==> src/design/etsd_pkg.sv <==
`timescale 1ns / 1ps
`default_nettype none

package etsd_pkg;

  localparam int unsigned COUNT_W = 13;
  localparam int unsigned BYTES_W = 15;

  typedef enum logic [2:0] {
    ERR_OK            = 3'd0,
    ERR_TRUNCATED     = 3'd1,
    ERR_VARINT_OVF    = 3'd2,
    ERR_BAD_RUN       = 3'd3,
    ERR_ZERO_QUANTUM  = 3'd4,
    ERR_BAD_TAG       = 3'd5,
    ERR_INCONSISTENT  = 3'd6,
    ERR_OVERSIZED     = 3'd7
  } err_code_t;

  localparam logic [7:0] TAG_ZERO_RUN = 8'd0;
  localparam logic [7:0] TAG_QUANTUM  = 8'd1;

  localparam logic [2:0] VARINT_LAST_IDX = 3'd4;
  localparam logic [2:0] VARINT_MAX_LEN  = 3'd5;

  typedef struct packed {
    logic [7:0] token_byte;
    logic       last_byte;
  } in_beat_t;

  typedef struct packed {
    logic signed [31:0]  quantum;
    logic [COUNT_W-1:0]  repeat_count;
    logic                stream_done;
    logic [2:0]          error_code;
  } out_beat_t;

endpackage

`default_nettype wire

==> src/design/error_token_stream_decoder.sv <==
`timescale 1ns / 1ps
`default_nettype none

// Throughput: one byte per cycle when no result is held; the byte step is a single
// registered pass (input register -> varint/tag logic -> result register).
// Stall from the result side reaches in_stall only when a result must be held.
// Reset (rst_n low, synchronous) clears the stream state, the sticky error
// and both valid flags; expected_count returns to 1.
module error_token_stream_decoder
  import etsd_pkg::*;
#(
  parameter int unsigned MAX_COUNT = 4096
) (
  input  wire logic        clk,
  input  wire logic        rst_n,

  input  wire logic        in_valid,
  output logic             in_stall,
  input  wire in_beat_t    in_beat,

  output logic             out_valid,
  input  wire logic        out_stall,
  output out_beat_t        out_beat,

  input  wire logic        psel,
  input  wire logic        penable,
  input  wire logic        pwrite,
  input  wire logic [2:0]  paddr,
  input  wire logic [31:0] pwdata,
  output logic [31:0]      prdata,
  output logic             pready
);

  // ---------------------------------------------------------------------
  // Configuration register
  // ---------------------------------------------------------------------
  logic [COUNT_W-1:0] exp_count_r;
  logic               cfg_wr;
  logic               cfg_hit;

  assign pready  = 1'b1;
  assign cfg_hit = (paddr == 3'd0);
  assign cfg_wr  = psel && penable && pwrite && pready && cfg_hit;
  assign prdata  = cfg_hit ? {{(32-COUNT_W){1'b0}}, exp_count_r} : 32'd0;

  // Effective count, clamped to MAX_COUNT
  logic [COUNT_W-1:0] count;
  logic [31:0]        count_wide;
  assign count = ({{(32-COUNT_W){1'b0}}, exp_count_r} > 32'(MAX_COUNT)) ?
                 COUNT_W'(MAX_COUNT) : exp_count_r;
  assign count_wide = {{(32-COUNT_W){1'b0}}, count};

  // Byte budget: count*7 + 2, at most 57339, so 16 bits
  logic [15:0] byte_limit;
  assign byte_limit = ({3'b0, count} << 3) - {3'b0, count} + 16'd2;

  // ---------------------------------------------------------------------
  // Input register
  // ---------------------------------------------------------------------
  logic     st_valid_r;
  in_beat_t st_beat_r;
  logic     st_adv;
  logic     out_free;
  logic     emit;

  assign out_free = !out_valid || !out_stall;
  // The stage moves on unless it holds a result with nowhere to go.
  assign st_adv   = !emit || out_free;
  assign in_stall = st_valid_r && !st_adv;

  // ---------------------------------------------------------------------
  // Stream state
  // ---------------------------------------------------------------------
  logic                in_varint_r, in_varint_nxt;
  logic [7:0]          tag_r, tag_nxt;
  logic [31:0]         accum_r, accum_nxt;
  logic [2:0]          idx_r, idx_nxt;
  // Full width: a zero run may carry the total far past a count that was
  // lowered mid-stream, and the end check compares the whole value.
  logic [31:0]         produced_r, produced_nxt;
  logic [BYTES_W-1:0]  bytes_r, bytes_nxt;
  logic                err_r, err_nxt;

  out_beat_t           res;
  logic [BYTES_W-1:0]  bytes_inc;
  logic [31:0]         acc_new;
  logic [31:0]         acc_part;
  logic [31:0]         owed;
  logic [COUNT_W-1:0]  rep;
  logic [31:0]         rep_wide;
  logic [31:0]         produced_sum;
  logic signed [31:0]  q;
  logic [7:0]          b;
  logic                lst;
  logic                fail;
  logic [2:0]          fail_code;

  assign b   = st_beat_r.token_byte;
  assign lst = st_beat_r.last_byte;

  assign bytes_inc = (bytes_r == {BYTES_W{1'b1}}) ? bytes_r : bytes_r + 1'b1;

  // Seven payload bits placed by byte position; the fifth byte only keeps
  // its low nibble, the rest is rejected as overflow.
  always_comb begin
    case (idx_r)
      3'd0:    acc_part = {25'd0, b[6:0]};
      3'd1:    acc_part = {18'd0, b[6:0], 7'd0};
      3'd2:    acc_part = {11'd0, b[6:0], 14'd0};
      3'd3:    acc_part = {4'd0, b[6:0], 21'd0};
      3'd4:    acc_part = {b[3:0], 28'd0};
      default: acc_part = 32'd0;
    endcase
  end

  assign acc_new = accum_r | acc_part;
  assign owed    = count_wide - produced_r;

  always_comb begin
    in_varint_nxt = in_varint_r;
    tag_nxt       = tag_r;
    accum_nxt     = accum_r;
    idx_nxt       = idx_r;
    produced_nxt  = produced_r;
    bytes_nxt     = bytes_r;
    err_nxt       = err_r;
    emit          = 1'b0;
    fail          = 1'b0;
    fail_code     = ERR_OK;
    q             = 32'sd0;
    rep           = '0;
    rep_wide      = '0;
    produced_sum  = produced_r;
    res           = '0;

    if (st_valid_r && !err_r) begin
      bytes_nxt = bytes_inc;
      if ({1'b0, bytes_inc} > byte_limit) begin
        fail      = 1'b1;
        fail_code = ERR_OVERSIZED;
      end else if (!in_varint_r) begin
        // Tag byte
        if (produced_r >= count_wide) begin
          fail      = 1'b1;
          fail_code = ERR_INCONSISTENT;
        end else if (lst) begin
          fail      = 1'b1;
          fail_code = ERR_TRUNCATED;
        end else begin
          tag_nxt       = b;
          in_varint_nxt = 1'b1;
          accum_nxt     = '0;
          idx_nxt       = '0;
        end
      end else if (idx_r >= VARINT_LAST_IDX && b[7:4] != 4'd0) begin
        fail      = 1'b1;
        fail_code = ERR_VARINT_OVF;
      end else begin
        accum_nxt = acc_new;
        if (b[7]) begin
          // Continuation
          if (lst) begin
            fail      = 1'b1;
            fail_code = ERR_TRUNCATED;
          end else if (idx_r + 3'd1 >= VARINT_MAX_LEN) begin
            fail      = 1'b1;
            fail_code = ERR_VARINT_OVF;
          end else begin
            idx_nxt = idx_r + 3'd1;
          end
        end else begin
          // Token complete
          in_varint_nxt = 1'b0;
          idx_nxt       = '0;
          if (tag_r == TAG_ZERO_RUN) begin
            rep_wide = acc_new;
            if (acc_new == 32'd0 || acc_new > owed) begin
              fail      = 1'b1;
              fail_code = ERR_BAD_RUN;
            end
          end else if (tag_r == TAG_QUANTUM) begin
            rep_wide = 32'd1;
            q        = {1'b0, acc_new[31:1]} ^ {32{acc_new[0]}};
            if (acc_new == 32'd0) begin
              fail      = 1'b1;
              fail_code = ERR_ZERO_QUANTUM;
            end
          end else begin
            fail      = 1'b1;
            fail_code = ERR_BAD_TAG;
          end
          rep          = rep_wide[COUNT_W-1:0];
          produced_sum = produced_r + rep_wide;

          if (!fail) begin
            produced_nxt = produced_sum;
            if (lst) begin
              if (produced_sum != count_wide) begin
                fail      = 1'b1;
                fail_code = ERR_INCONSISTENT;
              end else begin
                // Clean end: a new stream may follow
                in_varint_nxt    = 1'b0;
                tag_nxt          = '0;
                accum_nxt        = '0;
                idx_nxt          = '0;
                produced_nxt     = '0;
                bytes_nxt        = '0;
                emit             = 1'b1;
                res.quantum      = q;
                res.repeat_count = rep;
                res.stream_done  = 1'b1;
                res.error_code   = ERR_OK;
              end
            end else begin
              emit             = 1'b1;
              res.quantum      = q;
              res.repeat_count = rep;
              res.stream_done  = 1'b0;
              res.error_code   = ERR_OK;
            end
          end
        end
      end

      if (fail) begin
        err_nxt          = 1'b1;
        emit             = 1'b1;
        res.quantum      = 32'sd0;
        res.repeat_count = '0;
        res.stream_done  = 1'b1;
        res.error_code   = fail_code;
      end
    end
  end

  // ---------------------------------------------------------------------
  // Result register
  // ---------------------------------------------------------------------
  logic      out_valid_r;
  out_beat_t out_beat_r;
  logic      st_fire;

  // Stream state advances only when the staged byte leaves the stage.
  assign st_fire   = st_valid_r && st_adv;
  assign out_valid = out_valid_r;
  assign out_beat  = out_beat_r;

  // Control state
  always_ff @(posedge clk) begin
    if (!rst_n) begin
      exp_count_r <= COUNT_W'(1);
      st_valid_r  <= 1'b0;
      out_valid_r <= 1'b0;
      in_varint_r <= 1'b0;
      tag_r       <= '0;
      accum_r     <= '0;
      idx_r       <= '0;
      produced_r  <= '0;
      bytes_r     <= '0;
      err_r       <= 1'b0;
    end else begin
      if (cfg_wr) begin
        exp_count_r <= pwdata[COUNT_W-1:0];
      end
      if (!in_stall) begin
        st_valid_r <= in_valid;
      end
      if (out_free) begin
        out_valid_r <= st_fire && emit;
      end
      if (st_fire) begin
        in_varint_r <= in_varint_nxt;
        tag_r       <= tag_nxt;
        accum_r     <= accum_nxt;
        idx_r       <= idx_nxt;
        produced_r  <= produced_nxt;
        bytes_r     <= bytes_nxt;
        err_r       <= err_nxt;
      end
    end
  end

  // Payload registers
  always_ff @(posedge clk) begin
    if (!in_stall && in_valid) begin
      st_beat_r <= in_beat;
    end
    if (out_free && st_fire && emit) begin
      out_beat_r <= res;
    end
  end

  // ---------------------------------------------------------------------
  // Assertions
  // ---------------------------------------------------------------------
  a_err_sticky: assert property (@(posedge clk) disable iff (!rst_n)
    err_r |=> err_r)
    else $error("sticky error flag cleared without reset");

  a_err_ends_stream: assert property (@(posedge clk) disable iff (!rst_n)
    (out_valid_r && out_beat_r.error_code != ERR_OK) |-> out_beat_r.stream_done)
    else $error("error beat without stream_done");

  a_err_beat_latched: assert property (@(posedge clk) disable iff (!rst_n)
    (out_valid_r && out_beat_r.error_code != ERR_OK) |-> err_r)
    else $error("error beat shown but error not latched");

  a_idx_idle: assert property (@(posedge clk) disable iff (!rst_n)
    !in_varint_r |-> (idx_r == 3'd0))
    else $error("varint byte index nonzero while expecting a tag");

endmodule

`default_nettype wire

==> config.mk <==
export PLATFORM = sky130hd
export DESIGN_NAME = error_token_stream_decoder
export DESIGN_NICKNAME = d
export VERILOG_FILES = /design/src/design/etsd_pkg.sv /design/src/design/error_token_stream_decoder.sv
export SDC_FILE = /design/constraint.sdc
export NUM_CORES = 1
export LEC_CHECK = 0
export ABC_AREA = 0
export BUFFER_PORTS_ARGS = -buffer_cell sky130_fd_sc_hd__buf_4
export CAP_MARGIN = 20
export CORE_ASPECT_RATIO = 0.8
export CORE_MARGIN = 2
export CORE_UTILIZATION = 45
export CTS_BUF_LIST = sky130_fd_sc_hd__clkbuf_4 sky130_fd_sc_hd__clkbuf_8
export DETAILED_ROUTE_END_ITERATION = 7
export GPL_TIMING_DRIVEN = 0
export PLACE_DENSITY = 0.72
export SLEW_MARGIN = 20
export SYNTH_ARGS = -nofsm -noshare
export SYNTH_HDL_FRONTEND = slang
export SYNTH_SLANG_ARGS = --single-unit
==> constraint.sdc <==
create_clock -name clk -period 8.6 [get_ports clk]
set_clock_uncertainty 0.2 [all_clocks]
set_input_delay 0.43 -clock clk [delete_from_list [all_inputs] [get_ports clk]]
set_output_delay 0.43 -clock clk [all_outputs]
set_load 0.005 [all_outputs]
=== After elaboration in Yosys (flattened, before gate mapping) ===
Index checks and enable logic that the tools add are counted.

* Register bits after elaboration: 165
* Input bits: 51
* Output and inout port bits: 84

* Add/sub/neg operators: 6
* Order comparisons: 6
* Eq/ne operators: 16
* Mux-type cells: 103
* Bitwise operators: 8
* Reductions and logical operators: 33

{| class="wikitable"
|+ Operator list
! cell !! count
|-
| 32-bit 2-to-1 mux || 18
|-
| 32-bit one-hot mux with 5 select lines || 1
|-
| 15-bit 2-to-1 mux || 8
|-
| 49-bit 2-to-1 mux || 2
|-
| 8-bit 2-to-1 mux || 8
|-
| 3-bit 2-to-1 mux || 18
|-
| 1-bit 2-to-1 mux || 37
|-
| 32-bit adder || 1
|-
| 32-bit by 13-bit >= comparator with 1-bit output || 1
|-
| 32-bit > comparator || 1
|-
| 32-bit logical NOT || 1
|-
| 32-bit by 13-bit != test with 1-bit output || 1
|-
| 32-bit OR || 1
|-
| 13-bit by 32-bit subtractor with 32-bit output || 1
|-
| 31-bit by 32-bit XOR with 32-bit output || 1
|-
| 13-bit 2-to-1 mux || 2
|-
| 4-bit 2-to-1 mux || 6
|-
| 16-bit by 2-bit adder with 16-bit output, second input constant || 1
|-
| 15-bit by 16-bit > comparator with 1-bit output || 1
|-
| 16-bit by 13-bit subtractor with 16-bit output || 1
|-
| 15-bit by 1-bit adder with 15-bit output, second input constant || 1
|-
| 15-bit == test, second input constant || 1
|-
| 2-bit != test, second input constant || 7
|-
| 13-bit > comparator, second input constant || 1
|-
| other kinds (23) || 51
|}

=== Depth between registers and ports, before layout ===
* Word-level depth: 27
* Mapped depth: 30
* Gate-level depth less buffers: 26

=== Worst setup path before layout ===
OpenSTA, ideal clock, no wires.

* Path kind: register to register
* Start point: register bytes_r[0]
* End point: register out_beat_r, in the netlist out_beat[0] (enable)
* Setup time: 0.456 ns
* Arrival time: 5.695 ns
* Path slack: 2.249 ns
* Cell stages (with the launch flop): 21
* Path buffers: 0
* Path through: dfxtp_1 ha_1 nand3_1 nor4_1 and3_1 nand2_1 and2_0 and3_1 and3_1 and3_1 xor2_1 ha_1 o21a_1 a21oi_1 o21ai_0 a21oi_1 o31ai_1 o211a_1 or3_1 nand2b_1 nor2_1

* Word-level cells in the longest chain between the ends: 12

{| class="wikitable"
|+ RTL lines
! item !! RTL line !! RTL
|-
| start: declaration || error_token_stream_decoder.sv:81 || <nowiki>logic [BYTES_W-1:0] bytes_r, bytes_nxt;</nowiki>
|-
| start signal: assignment || error_token_stream_decoder.sv:278 || <nowiki>bytes_r <= bytes_nxt;</nowiki>
|-
| 15-bit by 1-bit adder with 15-bit output or 15-bit == test (tied branches) || error_token_stream_decoder.sv:101 || <nowiki>assign bytes_inc = (bytes_r == {BYTES_W{1'b1}}) ? bytes_r : bytes_r + 1'b1;</nowiki>
|-
| 15-bit 2-to-1 mux (*) || error_token_stream_decoder.sv:101 ||
|-
| 15-bit by 16-bit > comparator with 1-bit output (*) || error_token_stream_decoder.sv:138 || <nowiki>if ({1'b0, bytes_inc} > byte_limit) begin</nowiki>
|-
| 1-bit 2-to-1 mux || error_token_stream_decoder.sv:138 ||
|-
| 1-bit 2-to-1 mux || error_token_stream_decoder.sv:136 || <nowiki>if (st_valid_r && !err_r) begin</nowiki>
|-
| 1-bit 2-to-1 mux (*) || error_token_stream_decoder.sv:226 || <nowiki>if (fail) begin</nowiki>
|-
| 1-bit 2-to-1 mux (*) || error_token_stream_decoder.sv:136 ||
|-
| 1-bit logical NOT || error_token_stream_decoder.sv:68 || <nowiki>assign st_adv = !emit || out_free;</nowiki>
|-
| 1-bit logical OR || error_token_stream_decoder.sv:68 ||
|-
| 1-bit logical AND || error_token_stream_decoder.sv:245 || <nowiki>assign st_fire = st_valid_r && st_adv;</nowiki>
|-
| 1-bit logical AND || error_token_stream_decoder.sv:289 || <nowiki>if (out_free && st_fire && emit) begin</nowiki>
|-
| 1-bit logical AND (*) || error_token_stream_decoder.sv:289 ||
|-
| end signal: assignment || error_token_stream_decoder.sv:290 || <nowiki>out_beat_r <= res;</nowiki>
|-
| end: declaration || error_token_stream_decoder.sv:241 || <nowiki>out_beat_t out_beat_r;</nowiki>
|}

Every way passes the cells marked *; elsewhere a longest branch is shown, timed or not. The select of a mux whose other input is x is not followed.
A chain may end at the register's enable or synchronous reset.

=== Worst setup path after layout ===
* Start point: register exp_count_r[12]
* End point: register produced_r[12]

* Word-level cells in the longest chain between the ends: 24

{| class="wikitable"
|+ RTL lines
! item !! RTL line !! RTL
|-
| start: declaration || error_token_stream_decoder.sv:37 || <nowiki>logic [COUNT_W-1:0] exp_count_r;</nowiki>
|-
| start signal: assignment || error_token_stream_decoder.sv:264 || <nowiki>exp_count_r <= pwdata[COUNT_W-1:0];</nowiki>
|-
| 13-bit > comparator || error_token_stream_decoder.sv:49 || <nowiki>assign count = ({{(32-COUNT_W){1'b0}}, exp_count_r} > 32'(MAX_COUNT)) ?</nowiki>
|-
| 13-bit 2-to-1 mux (*) || error_token_stream_decoder.sv:49 ||
|-
| 13-bit by 32-bit subtractor with 32-bit output || error_token_stream_decoder.sv:117 || <nowiki>assign owed = count_wide - produced_r;</nowiki>
|-
| 32-bit > comparator || error_token_stream_decoder.sv:177 || <nowiki>if (acc_new == 32'd0 || acc_new > owed) begin</nowiki>
|-
| 1-bit logical OR || error_token_stream_decoder.sv:177 ||
|-
| 1-bit 2-to-1 mux || error_token_stream_decoder.sv:177 ||
|-
| 1-bit 2-to-1 mux || error_token_stream_decoder.sv:175 || <nowiki>if (tag_r == TAG_ZERO_RUN) begin</nowiki>
|-
| 1-bit 2-to-1 mux || error_token_stream_decoder.sv:160 || <nowiki>if (b[7]) begin</nowiki>
|-
| [... 8 more ...] || -- ||
|-
| 1-bit 2-to-1 mux || error_token_stream_decoder.sv:138 ||
|-
| 1-bit 2-to-1 mux || error_token_stream_decoder.sv:136 ||
|-
| 1-bit 2-to-1 mux || error_token_stream_decoder.sv:226 ||
|-
| 1-bit 2-to-1 mux || error_token_stream_decoder.sv:136 ||
|-
| 1-bit logical NOT || error_token_stream_decoder.sv:68 ||
|-
| 1-bit logical OR || error_token_stream_decoder.sv:68 ||
|-
| 1-bit logical AND || error_token_stream_decoder.sv:245 ||
|-
| 7-bit AND reduction (no source line) || -- ||
|-
| end signal: assignment || error_token_stream_decoder.sv:277 || <nowiki>produced_r <= produced_nxt;</nowiki>
|-
| end: declaration || error_token_stream_decoder.sv:80 || <nowiki>logic [31:0] produced_r, produced_nxt;</nowiki>
|}

Marked as above.

==> impl_results.md <==
* Category of the critical setup timing path: reg2reg
* Wire length of the first global-routing pass at just over 60 mm
* Total via count in the routed design at 12,100
* Unrepaired setup endpoints after global routing: false
* Sequential cell area fraction in the yosys report at 0.295
* DIE HEIGHT at ~160 um
* Clock Tree Buf Depth at 2
* Avg Cell Area, Syn at between 8 and 9 um2
* HP Class: in2reg
* Final period demand of the worst path at 7.95 ns
* Cells resized by post-CTS repair at 0
* Max_cap viols at 0
* Largest net degree at the start of global routing at 30
* CTS clk-pin slew, worst paths at approximately 0.11 ns
* Internal cell power at roughly 0.0013 W
* Clock insertion delay at the later pin of the skew report at about 0.49 ns
* Pin slew with the least headroom to its limit at slightly below 1 ns
* Synth cell types at just under 90
* Top cells by area in the synthesized netlist: sky130_fd_sc_hd__dfxtp_1, sky130_fd_sc_hd__edfxtp_1, sky130_fd_sc_hd__ha_1
* Finish-stage setup viols at 0
* Result of the run: finished clean
* Number of CTS-inserted buffers at 17
* Sort of element at the start of the critical path: register
* Warning count from the yosys run at 0
* Share of synthesized registers carrying an async set or reset at 0
* Static Leakage at 6.41 nW
* Clock tree from TritonCTS: built
* Iter 0 DRT Violations at between 1,000 and 1,500
* Total Nets Final at 1,875
* Ratio of cells with drive above 1 in the final layout at 0.131
* Initial antenna violation count at 1
* DP Area at 14,400 um2
* Net switching power figure at between 0.0005 and 0.0006 W
* Num rows at 55
* Timing-limited maximum frequency at roughly 130 MHz
* Dominant delay contributor by cell family on the critical path: compound AO/OA/AOI/OAI gates
* Number of optimization iterations in the first detailed-route pass at 5
* Critical path's slowest cell: sky130_fd_sc_hd__nor3_2
* Core box area at 28,600 um2
* Synthesized instance count at about 1,600
* Most used flip-flop cell after synthesis: sky130_fd_sc_hd__dfxtp_1
* Cell Area, Synth at approximately 13,000 um2
* Crit path capture: produced_r[12]
* R2R depth at 26
* Initial core utilization at 0.461
* Total GRT Usage at 0.256
* Number of primary I/O pins at roughly 140
* DRT Wirelength at 39.2 mm
* Critical path capture point type: register
* Worst stage delay on the critical path at approximately 0.66 ns
* Count of buffers from port buffering at 94
* Number of global-route vias before repair at 11,400
* Routed WL per cell at roughly 19 um
* Startpoint of the worst setup timing path: exp_count_r[12]
* Relative contribution of the clock network to total power at 0.339
* Total DRC errors in the routed layout at 0
* Stages on worst setup path at 26
* Worst R2R Setup Slack at approximately 0.65 ns
* Worst hold slack at approximately 0.09 ns
* Post-synth EDFFs at 58
* Switching power as a share of total power at 0.319
* Total clock sinks at 165
* Sequential fraction of design power at 0.451
* Area of the die at a little over 30,000 um2
* Chip width at 195 um
* RR Endpoint: produced_r[12]
* Number of failing hold endpoints at the final stage at 0
* Arrival @ worst endpoint at 8.18 ns
* Post-layout utilization of the core at 0.529
* Slew HR at 0.353
* Synth top area share at 0.163
* Power after layout at 0.00185 W
* Power density over the cells at around 120 nW/um2
* Final critical-path share of the clock period at 0.925
* GRT Residual Overflow at 0
* Most prevalent standard cell on the critical path: sky130_fd_sc_hd__a21o_1
* Total Neg Setup Slack at 0 ns
* Portion of total power attributed to combinational logic at 0.210
* Required time of the worst setup path at roughly 8.8 ns
* Largest area contributor in the netlist: sky130_fd_sc_hd__dfxtp_1
* Master cell of the clock root buffer: sky130_fd_sc_hd__clkbuf_8
* Residual antenna-violating net count after detailed routing at 0
* Post-Layout Inst Area at between 15,000 and 20,000 um2
* Buffers and inverters on the worst path at 3
* CTS HTree Levels at 4
* Synthesized flop and latch total at about 170
* Drt via density at 5.79
* Max rail drop VDD at 0.0000907 V
* Post-detailed-placement half-perimeter wirelength at about 31 mm
* Startpoint of the worst register-to-register path: exp_count_r[12]
* Crit Path Max Fanout at 10
* Setup Fix Bufs, Post-CTS at 0
* P&R area growth vs syn at 14.8%
* Max-slew violation total from the final report at 0
* Placer congestion estimate at about 0.95
## power by group through the flow
stage               Sequential [W]  Clock [W]  Combinational [W]
global placement          0.000854          0           0.000362
floorplan                 0.000852          0           0.000262
CTS                       0.000835   0.000635           0.000382
detailed placement        0.000852          0           0.000372
finish                    0.000835   0.000628           0.000388
global route              0.000837   0.000668           0.000426
## state kept, by name, indices dropped and copies added (netlist names)
signal,cells
out_beat,49
accum_r,32
produced_r,32
bytes_r,15
exp_count_r,13
b,8
tag_r,8
idx_r,3
err_r,1
in_varint_r,1
lst,1
out_valid,1
st_valid_r,1
## layout make-up
type / count / area [um2]
Antenna cell: 1 / 2.50
Clock inverter: 15 / 208
Sequential cell: 165 / 3880
Fill cell: 2646 / 13500
Timing Repair Buffer: 118 / 956
Clock buffer: 17 / 234
Tap cell: 370 / 463
Buffer: 90 / 495
Inverter: 81 / 304
Multi-Input combinational cell: 1241 / 8560
## worst min path at each step
stage / endpoint / depth (start not counted) / startpoint
global route: out_valid / 3 / out_stall
CTS: out_valid / 3 / out_stall
finish: out_valid / 3 / out_stall
detailed placement: err_r / 2 / err_r
floorplan: err_r / 2 / err_r
global placement: err_r / 2 / err_r
## cells in the mapped netlist (31+ instances only)
library cell and n:
sky130_fd_sc_hd__a21boi_0 38, sky130_fd_sc_hd__a21oi_1 110, sky130_fd_sc_hd__and2_1 35, sky130_fd_sc_hd__clkbuf_1 47, sky130_fd_sc_hd__dfxtp_1 107, sky130_fd_sc_hd__edfxtp_1 58
sky130_fd_sc_hd__ha_1 108, sky130_fd_sc_hd__inv_1 81, sky130_fd_sc_hd__nand2_1 142, sky130_fd_sc_hd__nand3_1 39, sky130_fd_sc_hd__nand4_1 31, sky130_fd_sc_hd__nor2_1 125
sky130_fd_sc_hd__nor3_1 38, sky130_fd_sc_hd__o21ai_0 51, sky130_fd_sc_hd__o2bb2ai_1 34, sky130_fd_sc_hd__xnor2_1 84, sky130_fd_sc_hd__xor2_1 31
## repair_timing
action | in CTS | in global routing
hold endpoints to repair | 23 | 0
setup endpoints to repair | 0 | 0
hold buffers | 23 | 0
## cell families after synthesis
family / Yosys count / share of synthesized area
multiplexers: 4 / 0.00314
adder cells (fa/ha/maj): 110 / 0.106
AND/OR/NAND/NOR: 575 / 0.233
flip-flops: 165 / 0.295
other: 2 / 0.000571
XOR/XNOR: 118 / 0.0817
buffers and inverters: 171 / 0.0607
AO/OA/AOI/OAI: 414 / 0.220
## per-stage QoR
step	setup WS [ns]	instances
6_report	0.645	2098
5_1_grt	0.192	2097
4_1_cts	0.754	2097
3_5_place_dp	0.839	2042
3_3_place_gp	0.324	2041
2_1_floorplan	2.25	1577
## worst reg2reg max path: stages, from the launching register on
cell and delay [ns]:
sky130_fd_sc_hd__dfxtp_1 0.42, sky130_fd_sc_hd__buf_4 0.20, sky130_fd_sc_hd__clkbuf_1 0.44, sky130_fd_sc_hd__nor2b_1 0.23, sky130_fd_sc_hd__ha_1 0.39, sky130_fd_sc_hd__o21ai_0 0.11, sky130_fd_sc_hd__nand2b_1 0.11, sky130_fd_sc_hd__a21o_1 0.20
sky130_fd_sc_hd__a221o_1 0.34, sky130_fd_sc_hd__a41o_1 0.27, sky130_fd_sc_hd__o41a_1 0.36, sky130_fd_sc_hd__a21oi_1 0.17, sky130_fd_sc_hd__o21bai_1 0.27, sky130_fd_sc_hd__nand3_1 0.19, sky130_fd_sc_hd__xnor2_1 0.13, sky130_fd_sc_hd__ha_1 0.26
sky130_fd_sc_hd__a21o_1 0.18, sky130_fd_sc_hd__a21o_1 0.18, sky130_fd_sc_hd__a2111oi_0 0.43, sky130_fd_sc_hd__o22ai_1 0.21, sky130_fd_sc_hd__o2bb2ai_1 0.46, sky130_fd_sc_hd__o211ai_1 0.31, sky130_fd_sc_hd__or3_1 0.43, sky130_fd_sc_hd__nor3_2 0.66
sky130_fd_sc_hd__and3_4 0.36, sky130_fd_sc_hd__buf_2 0.24, sky130_fd_sc_hd__a22o_1 0.16
## cell usage in the layout (no fill, tap or decap), drive strengths merged, types with 31 or more instances in the layout
cell type	count
nand3	39
a21boi	39
o21ai	60
o2bb2ai	34
inv	89
nor2	156
ha	108
nand4	32
edfxtp	58
a21oi	113
dfxtp	107
nor3	39
clkbuf	64
xor2	31
xnor2	84
buf	138
and2	38
nand2	143
## per-layer routing
layer | track usage | wire length [um] | share of wire
met1 | 0.371 | 18900 | 0.48
met2 | 0.396 | 16800 | 0.43
met3 | 0.0420 | 2890 | 0.074
met4 | 0.0669 | 627 | 0.016
met5 | 0 | 0 | 0
Power figures use the tool's default switching activity.
